## config.mk

```make
export PLATFORM = sky130hd
export DESIGN_NAME = bounded_list_append_remove
export DESIGN_NICKNAME = d
export VERILOG_FILES = /design/src/sv/blar_pkg.sv /design/src/sv/blar_ctrl.sv /design/src/sv/blar_dp.sv /design/src/sv/bounded_list_append_remove.sv
export SDC_FILE = /design/constraint.sdc
export NUM_CORES = 1
export LEC_CHECK = 0
export BUFFER_PORTS_ARGS = -buffer_cell sky130_fd_sc_hd__buf_2
export CAP_MARGIN = 10
export CORE_MARGIN = 2
export CORE_UTILIZATION = 45
export CTS_CLUSTER_DIAMETER = 200
export DETAILED_ROUTE_END_ITERATION = 8
export GPL_ROUTABILITY_DRIVEN = 0
export SETUP_SLACK_MARGIN = 0.3
export SYNTH_ARGS = -nofsm -noshare
export SYNTH_HDL_FRONTEND = slang
export SYNTH_SLANG_ARGS = --single-unit
```

## constraint.sdc

```tcl
create_clock -name clk -period 4.6 [get_ports clk]
set_clock_uncertainty 0.05 [all_clocks]
set_input_delay 0.69 -clock clk [delete_from_list [all_inputs] [get_ports clk]]
set_output_delay 0.69 -clock clk [all_outputs]
set_load 0.05 [all_outputs]
```

## src/sv/blar_pkg.sv

```systemverilog
// Shared types and codes for the bounded append/remove list.
// No dependencies; used by blar_ctrl, blar_dp and bounded_list_append_remove.
package blar_pkg;

  localparam logic       CMD_APPEND = 1'b0;
  localparam logic       CMD_REMOVE = 1'b1;

  localparam logic [1:0] ST_APPENDED = 2'd0;
  localparam logic [1:0] ST_FULL     = 2'd1;
  localparam logic [1:0] ST_REMOVED  = 2'd2;
  localparam logic [1:0] ST_MISSING  = 2'd3;

  typedef struct packed {
    logic load;
    logic exec;
  } dp_cmd_t;

endpackage

```

## src/sv/blar_ctrl.sv

```systemverilog
// Controller for the bounded list: sequences load and execute, owns word handshakes.
// Depends on blar_pkg; drives blar_dp through blar_pkg::dp_cmd_t.
module blar_ctrl (
  input  logic             clk,
  input  logic             rst,
  input  logic             item_valid,
  output logic             item_stall,
  output logic             result_valid,
  input  logic             result_stall,
  output blar_pkg::dp_cmd_t cmd
);

  localparam logic S_IDLE = 1'b0;
  localparam logic S_EXEC = 1'b1;

  logic state;
  logic state_next;
  logic result_valid_next;
  logic out_free;

  assign out_free   = !result_valid || !result_stall;
  assign item_stall = (state != S_IDLE);

  always_comb begin
    state_next        = state;
    result_valid_next = result_valid && result_stall;
    cmd.load          = 1'b0;
    cmd.exec          = 1'b0;
    unique case (state)
      S_IDLE: begin
        if (item_valid) begin
          cmd.load   = 1'b1;
          state_next = S_EXEC;
        end
      end
      S_EXEC: begin
        if (out_free) begin
          cmd.exec          = 1'b1;
          result_valid_next = 1'b1;
          state_next        = S_IDLE;
        end
      end
      default: state_next = S_IDLE;
    endcase
  end

  always_ff @(posedge clk) begin
    if (rst) begin
      state        <= S_IDLE;
      result_valid <= 1'b0;
    end else begin
      state        <= state_next;
      result_valid <= result_valid_next;
    end
  end

endmodule

```

## src/sv/blar_dp.sv

```systemverilog
// Datapath for the bounded list: entry cells, count, totals and result word.
// Depends on blar_pkg; commanded by blar_ctrl.
module blar_dp #(
  parameter int CAPACITY = 16
) (
  input  logic              clk,
  input  logic              rst,
  input  blar_pkg::dp_cmd_t cmd,
  input  logic              command,
  input  logic [15:0]       value,
  output logic [1:0]        status,
  output logic [4:0]        entry_count,
  output logic [15:0]       appends_done,
  output logic [15:0]       removals_done
);

  localparam int CW = $clog2(CAPACITY + 1);

  logic [15:0]         cells [CAPACITY];
  logic [CW-1:0]       count;
  logic [CW-1:0]       count_next;
  logic [15:0]         append_total;
  logic [15:0]         removal_total;
  logic                op;
  logic [15:0]         key;
  logic [CAPACITY-1:0] match;
  logic [CAPACITY-1:0] shift_en;
  logic                found;
  logic                has_room;
  logic [1:0]          status_next;
  logic [31:0]         count_ext;

  always_comb begin
    for (int i = 0; i < CAPACITY; i++) begin
      match[i] = (CW'(i) < count) && (cells[i] == key);
    end
    for (int i = 0; i < CAPACITY; i++) begin
      shift_en[i] = |(match & CAPACITY'((64'd2 << i) - 64'd1));
    end
  end

  assign found    = |match;
  assign has_room = (count < CW'(CAPACITY));

  always_comb begin
    count_next  = count;
    status_next = blar_pkg::ST_MISSING;
    if (op == blar_pkg::CMD_APPEND) begin
      if (has_room) begin
        count_next  = count + CW'(1);
        status_next = blar_pkg::ST_APPENDED;
      end else begin
        status_next = blar_pkg::ST_FULL;
      end
    end else if (found) begin
      count_next  = count - CW'(1);
      status_next = blar_pkg::ST_REMOVED;
    end
  end

  assign count_ext = 32'(count_next);

  always_ff @(posedge clk) begin
    if (cmd.load) begin
      op  <= command;
      key <= value;
    end
  end

  always_ff @(posedge clk) begin
    if (cmd.exec) begin
      for (int i = 0; i < CAPACITY; i++) begin
        if (op == blar_pkg::CMD_APPEND) begin
          if (has_room && CW'(i) == count) begin
            cells[i] <= key;
          end
        end else if (shift_en[i] && i + 1 < CAPACITY) begin
          cells[i] <= cells[(i + 1) % CAPACITY];
        end
      end
    end
  end

  always_ff @(posedge clk) begin
    if (rst) begin
      count         <= '0;
      append_total  <= '0;
      removal_total <= '0;
    end else if (cmd.exec) begin
      count <= count_next;
      if (status_next == blar_pkg::ST_APPENDED) begin
        append_total <= append_total + 16'd1;
      end
      if (status_next == blar_pkg::ST_REMOVED) begin
        removal_total <= removal_total + 16'd1;
      end
    end
  end

  always_ff @(posedge clk) begin
    if (cmd.exec) begin
      status        <= status_next;
      entry_count   <= count_ext[4:0];
      appends_done  <= (status_next == blar_pkg::ST_APPENDED) ? append_total + 16'd1
                                                             : append_total;
      removals_done <= (status_next == blar_pkg::ST_REMOVED) ? removal_total + 16'd1
                                                            : removal_total;
    end
  end

endmodule

```

## src/sv/bounded_list_append_remove.sv

```systemverilog
// Bounded ordered list with append and remove-by-value.
// An accepted word is loaded, then executed once the output is free (no result pending
// or the pending one taken); a new word is stalled until then. The per-cell compare,
// first-match mask and neighbor shift all complete combinationally in the execute step.
// Reset (synchronous, rst high): count and totals clear, no result pending.
// Depends on blar_pkg, blar_ctrl and blar_dp.
module bounded_list_append_remove #(
  parameter int CAPACITY = 16
) (
  input  logic        clk,
  input  logic        rst,
  input  logic        item_valid,
  output logic        item_stall,
  input  logic        command,
  input  logic [15:0] value,
  output logic        result_valid,
  input  logic        result_stall,
  output logic [1:0]  status,
  output logic [4:0]  entry_count,
  output logic [15:0] appends_done,
  output logic [15:0] removals_done
);

  blar_pkg::dp_cmd_t cmd;

  blar_ctrl u_ctrl (
    .clk          (clk),
    .rst          (rst),
    .item_valid   (item_valid),
    .item_stall   (item_stall),
    .result_valid (result_valid),
    .result_stall (result_stall),
    .cmd          (cmd)
  );

  blar_dp #(
    .CAPACITY (CAPACITY)
  ) u_dp (
    .clk           (clk),
    .rst           (rst),
    .cmd           (cmd),
    .command       (command),
    .value         (value),
    .status        (status),
    .entry_count   (entry_count),
    .appends_done  (appends_done),
    .removals_done (removals_done)
  );

  a_accept_busy: assert property (@(posedge clk) disable iff (rst)
    (item_valid && !item_stall) |=> item_stall)
    else $error("accepted word did not block the next one");

  a_exec_result: assert property (@(posedge clk) disable iff (rst)
    cmd.exec |=> result_valid)
    else $error("execute did not present a result word");

  a_count_bound: assert property (@(posedge clk) disable iff (rst)
    result_valid |-> (32'(entry_count) <= CAPACITY))
    else $error("entry count above capacity");

endmodule
```

# Yosys cells after proc, flatten, opt, wreduce, memory -nomap -nowiden
# Memories as Yosys holds them, arrays and structs flattened.
# Cells that the tools add are included.
# op_classes
div,0
addsub,4
n_reduce_logical,54
n_bitwise,16
mul,0
order_cmp,17
muxes,158
shifts,0
eq_ne,32
# ops
op,n
$mux 16,18
$eq 16x16->1,16
$mux 1,134
$eq 4x5->1 const A,8
$lt 4x5->1 const A,8
$logic_and 1x1->1,33
$add 16x1->16 const B,2
$reduce_or 16->1,2
$eq 3x5->1 const A,4
$lt 3x5->1 const A,4
$mux 5,3
$or 1x1->1,15
$reduce_or 15->1,1
$reduce_or 14->1,1
$reduce_or 13->1,1
$reduce_or 12->1,1
$reduce_or 11->1,1
$eq 2x5->1 const A,2
$lt 1x5->1 const A,2
$lt 2x5->1 const A,2
$reduce_or 10->1,1
$reduce_or 9->1,1
$reduce_or 8->1,1
$reduce_or 7->1,1
other kinds (18),19
# word_totals
ram_bits,256
n_memories,1
regBits,95
latchBits,0
rom_bits,0
word_cells,293
input_bits,21
out_inout_bits,41
# mem_list
memory,words,word_bits,read_ports,rd_clocked_by_memory_dff,wr,line_no,rtl
u_dp.cells,16,16,16,0,15,blar_dp.sv:19,logic [15:0] cells [CAPACITY];

# Logic depth before layout (Yosys ltp)
# An unclocked memory read counts as a cell.
# logic_depth
ltp_word,9
mapped_depth,12
depth_no_buf,9

# Hierarchy
# From an unflattened synthesis, not the netlist that was laid out.
# hier_totals
hier_cells,1428
area_unflattened_um2,18768.0
# modules_own_cells
mod,instances,seq_area_each_um2,cells_per_inst,area_per_inst_um2
blar_dp,1,10109.7,1419,18675.4
blar_ctrl,1,40.0,9,92.6

# Worst setup path before layout
# No wires, ideal clock.
# synth_path
path_type,register -> register
startpoint,reg u_dp.key[0]
endpoint,"mem u_dp.cells[11][0], in the netlist u_dp.cells[1][48], enable pin"
setup_time_ns,0.411
path_stages_with_launch,12
arrival_ns,2.919
path_slack_ns,1.220
path_cell_list,edfxtp_1 buf_2 buf_6 xor2_1 nor4_1 nand4_1 or4b_1 nor4b_2 nand2_1 nand2_2 buf_2 o21ai_0
# synth_rtl
item,line_no,rtl
from (decl),blar_dp.sv:25,logic [15:0] key;
from (signal assigned),blar_dp.sv:66,key <= value;
to (decl),blar_dp.sv:19,

==> impl_results.html <==
<table>
<tr><th>Metric</th><th>Value</th></tr>
<tr><th colspan="2">Status</th></tr>
<tr><td>Run status</td><td>completed</td></tr>
<tr><th colspan="2">Critical path</th></tr>
<tr><td>Worst path required time</td><td>4870 ps</td></tr>
<tr><td>Delay of the slowest cell on the worst path</td><td>920 ps</td></tr>
<tr><td>Endpoint of the most critical register-to-register path</td><td>u_dp.cells[1][96]</td></tr>
<tr><td>Worst reg2reg path depth</td><td>9</td></tr>
<tr><td>Slowest stage cell, crit path</td><td>sky130_fd_sc_hd__edfxtp_1</td></tr>
<tr><td>Critical path peak fanout</td><td>19</td></tr>
<tr><td>FF-to-FF Start</td><td>u_dp.key[13]</td></tr>
<tr><td>Cells along the critical path</td><td>buf_4 &gt; xor2_1 &gt; nor4_1 &gt; nand3_1 &gt; nor4_1 &gt; nor3_1 &gt; a21oi_4 &gt; buf_4 &gt; mux2_2</td></tr>
<tr><td>Type of the worst setup path</td><td>flip-flop to flip-flop</td></tr>
<tr><td>Worst Setup Start Kind</td><td>flip-flop</td></tr>
<tr><td>Endpoint arrival time on the critical path</td><td>4130 ps</td></tr>
<tr><td>Register-to-register setup slack</td><td>740 ps</td></tr>
<tr><td>Capturing element type of the critical path</td><td>flip-flop</td></tr>
<tr><th colspan="2">Power</th></tr>
<tr><td>Standby leakage power</td><td>0.00740 uW</td></tr>
<tr><td>IR drop worst, VDD</td><td>0.210 mV</td></tr>
<tr><td>Net Switching</td><td>1770 uW</td></tr>
<tr><td>Fraction of power consumed by combinational cells</td><td>8.6%</td></tr>
<tr><td>PwrDens</td><td>350 mW/mm2</td></tr>
<tr><td>Power Internal</td><td>5880 uW</td></tr>
<tr><td>Clock power share</td><td>44.8%</td></tr>
<tr><td>Relative contribution of sequential cells to total power</td><td>46.5%</td></tr>
<tr><td>Share of total power consumed by net switching</td><td>23.2%</td></tr>
<tr><th colspan="2">Hold path</th></tr>
<tr><td>Cell count of the worst hold path</td><td>1</td></tr>
<tr><td>Launch instance of the worst min-delay path</td><td>value[10]</td></tr>
<tr><td>Min-Delay Path Class</td><td>input port to flip-flop</td></tr>
<tr><td>Worst min-delay path endpoint</td><td>u_dp.key[10]</td></tr>
<tr><th colspan="2">Clock network</th></tr>
<tr><td>Gates resized, CTS repair</td><td>0</td></tr>
<tr><td>Source-to-sink clock delay at the later pin of the worst-skew pair</td><td>570 ps</td></tr>
<tr><td>Root buffer selected by CTS</td><td>sky130_fd_sc_hd__clkbuf_16</td></tr>
<tr><td>Clock Sink Count</td><td>351</td></tr>
<tr><td>Worst-path clk slew</td><td>60 ps</td></tr>
<tr><td>Post-CTS Hold Fix Bufs</td><td>0</td></tr>
<tr><td>Number of buffers created by CTS</td><td>41</td></tr>
<tr><td>Number of setup buffers added after CTS</td><td>0</td></tr>
<tr><td>Maximum number of buffers from clock root to sink</td><td>3</td></tr>
<tr><td>Clock tree from TritonCTS</td><td>built</td></tr>
<tr><td>Maximum level of the CTS H-tree</td><td>2</td></tr>
<tr><th colspan="2">Floorplanning</th></tr>
<tr><td>FP Rows</td><td>76</td></tr>
<tr><td>Effective utilization at floorplan</td><td>45.4%</td></tr>
<tr><td>IO Pins</td><td>62</td></tr>
<tr><td>Die boundary height</td><td>212 um</td></tr>
<tr><td>Horizontal die dimension</td><td>212 um</td></tr>
<tr><td>Total Die Area</td><td>0.0449 mm2</td></tr>
<tr><td>Core region area</td><td>0.0429 mm2</td></tr>
<tr><th colspan="2">Global routing</th></tr>
<tr><td>Maximum number of pins on one net before global-route repair</td><td>54</td></tr>
<tr><td>Wire length of the first global-routing pass</td><td>74800 um</td></tr>
<tr><td>GRT Total Usage</td><td>22.1%</td></tr>
<tr><td>Remaining Overflow, GRT</td><td>0</td></tr>
<tr><td>Number of global-route vias before repair</td><td>12.5k</td></tr>
<tr><td>Antenna violations before repair</td><td>0</td></tr>
<tr><th colspan="2">Timing</th></tr>
<tr><td>Fmax</td><td>259 MHz</td></tr>
<tr><td>Max-slew violation count</td><td>0</td></tr>
<tr><td>Max-slew headroom at the worst pin</td><td>27.9%</td></tr>
<tr><td>Final worst-path setup slack</td><td>742 ps</td></tr>
<tr><td>Number of hold violations in the final report</td><td>0</td></tr>
<tr><td>Setup TNS</td><td>0 ps</td></tr>
<tr><td>Count of endpoints failing setup in the final report</td><td>0</td></tr>
<tr><td>Unrepaired setup endpoints after global routing</td><td>no</td></tr>
<tr><td>Worst Max-Slew Pin Slew</td><td>1080 ps</td></tr>
<tr><td>Fraction of the cycle the final worst path needs</td><td>83.9%</td></tr>
<tr><td>Final worst hold slack</td><td>252 ps</td></tr>
<tr><td>Clock period minus worst slack</td><td>3860 ps</td></tr>
<tr><th colspan="2">Finish</th></tr>
<tr><td>P&amp;R area growth vs syn</td><td>12.5%</td></tr>
<tr><td>Post-layout instance count excluding filler cells</td><td>2188</td></tr>
<tr><td>Number of diodes added for antenna fixing</td><td>0</td></tr>
<tr><td>Number of nets in the final layout</td><td>1599</td></tr>
<tr><td>Ratio of cells with drive above 1 in the final layout</td><td>28.6%</td></tr>
<tr><th colspan="2">Synthesis</th></tr>
<tr><td>Post-synth design cell area</td><td>0.0195 mm2</td></tr>
<tr><td>Syn Area/Cell</td><td>12.9 um2</td></tr>
<tr><td>Number of nets produced by synthesis</td><td>1534</td></tr>
<tr><td>Leading post-synthesis cells by instance count</td><td>sky130_fd_sc_hd__edfxtp_1 (312), sky130_fd_sc_hd__xor2_1 (218), sky130_fd_sc_hd__mux2_2 (194)</td></tr>
<tr><td>Count of flip-flops with a built-in enable after synthesis</td><td>312</td></tr>
<tr><td>Biggest area consumer among synthesized cells</td><td>sky130_fd_sc_hd__edfxtp_1</td></tr>
<tr><td>Async S/R FF share, synth</td><td>0%</td></tr>
<tr><td>Top-area cell type share of the netlist area</td><td>48.1%</td></tr>
<tr><td>Most area-consuming cells after synthesis</td><td>sky130_fd_sc_hd__edfxtp_1 (48%), sky130_fd_sc_hd__mux2_2 (11%), sky130_fd_sc_hd__xor2_1 (9.8%)</td></tr>
<tr><td>Flops &amp; latches, synth</td><td>351</td></tr>
<tr><td>Sequential-to-total area share from yosys stat</td><td>52.2%</td></tr>
<tr><td>Post-Synthesis Cells</td><td>1505</td></tr>
<tr><td>Synth Warn #</td><td>0</td></tr>
<tr><td>Post-synthesis cell type count</td><td>75</td></tr>
<tr><td>Post-synth top flop</td><td>sky130_fd_sc_hd__edfxtp_1</td></tr>
<tr><td>Most numerous cell in the Yosys netlist</td><td>sky130_fd_sc_hd__edfxtp_1</td></tr>
<tr><th colspan="2">Detailed routing</th></tr>
<tr><td>Pre-Repair DR Iteration Count</td><td>7</td></tr>
<tr><td>Post-detailed-routing wire length</td><td>49200 um</td></tr>
<tr><td>Remaining DRCs</td><td>0</td></tr>
<tr><td>Via count</td><td>12.4k</td></tr>
<tr><td>Violation count after the first detailed-routing iteration</td><td>947</td></tr>
<tr><td>Drt wl/cell</td><td>22.5 um</td></tr>
<tr><td>Detailed-route vias per instance</td><td>5.68</td></tr>
<tr><td>Residual antenna-violating net count after detailed routing</td><td>0</td></tr>
<tr><th colspan="2">Placed design</th></tr>
<tr><td>DP Worst Slack</td><td>691 ps</td></tr>
<tr><td># port buffers</td><td>61</td></tr>
<tr><td>Placed wire-length estimate</td><td>34400 um</td></tr>
<tr><td>Post-Place Cells</td><td>2112</td></tr>
<tr><th colspan="2">Run</th></tr>
<tr><td>Max-cap violations</td><td>0</td></tr>
</table>
[critical path, delay by kind of cell, from the launching register on]
family	cells	cell delay [ps]
AOI/OAI and AO/OA	1	520
xor gates and xnor gates	1	120
DFF	1	920
and+or+nand+nor	4	1110
buffers and inverters	2	580
muxes	1	330
[power groups by stage]
stage | clock network, uW | logic [uW] | registers (uW)
floorplan | 0 | 417 | 3680
global placement | 0 | 650 | 3630
detailed placement | 0 | 653 | 3630
CTS | 3510 | 658 | 3560
global route | 3620 | 705 | 3570
finish | 3430 | 659 | 3560
[sequential cells by signal, summed over array words and instances (netlist names)]
signal / cells
u_dp.append_total: 16
u_dp.removal_total: 16
u_dp.removals_done: 16
u_ctrl.item_stall: 1
u_ctrl.result_valid: 1
u_dp.entry_count: 5
u_dp.op: 1
u_dp.count: 5
u_dp.cells: 256
u_dp.key: 16
u_dp.appends_done: 16
u_dp.status: 2
[layer usage]
metal / global-route usage [%] / vias to the layer above / share of wire, %
li1: - / 5750 / -
met1: 30.0 / 6159 / 45
met2: 35.8 / 422 / 46
met3: 3.87 / 99 / 6.1
met4: 7.70 / 0 / 2.8
met5: 0 / - / 0
[stage by stage]
stage               utilization, %  total power, uW  instance area [um2]
floorplan                        -             4100                19500
global placement              47.7             4280                20500
detailed placement            47.7             4280                20500
CTS                           51.0             7720                21900
global route                  51.0             7890                21900
finish                        51.0             7650                21900
[cells in the final DEF, fill, tap and decap left out, drive strengths merged, types with 8 or more instances in the layout]
master and count:
mux2 244, a21oi 32, dfxtp 39, a31oi 11, nand3 33, o21ai 9, a21bo 11, clkinv 15
nand4 26, nor3 31, nand2 57, inv 9, nor2 59, edfxtp 312, xor2 219, xnor2 83
nor4 82, nor4b 14, nand3b 12, clkbuf 54, buf 127, and3 21, ha 8
[final cells by class]
cell class,instances,area (um2)
inverters,9,33.8
clock inverters,22,279
flip-flops and latches,351,10100
well taps,585,732
multi-input cells,1040,8660
repair buffers,127,905
clock buffers,54,1130
fillers,3731,21000
[worst max path at each step]
stage	from	slack, ps	cells past startpoint	endpoint
after floorplan	u_dp.key[0]	1220	11	u_dp.cells[1][48]
after global placement	u_dp.key[13]	720	9	u_dp.cells[1][99]
after detailed placement	u_dp.key[13]	690	9	u_dp.cells[1][101]
after CTS	u_dp.key[13]	730	9	u_dp.cells[1][96]
after global routing	u_dp.key[13]	510	9	u_dp.cells[1][96]
final	u_dp.key[13]	740	9	u_dp.cells[1][96]
[kinds of logic after synthesis]
kind of cell | after synthesis | share of synthesized area (%)
AO/OA/AOI/OAI | 102 | 4.12
XOR/XNOR | 302 | 13.6
adder cells (fa/ha/maj) | 8 | 0.514
buffers and inverters | 114 | 3.47
flip-flops | 351 | 52.2
multiplexers | 246 | 14.7
AND/OR/NAND/NOR | 382 | 11.4
Power figures use the tool's default switching activity.
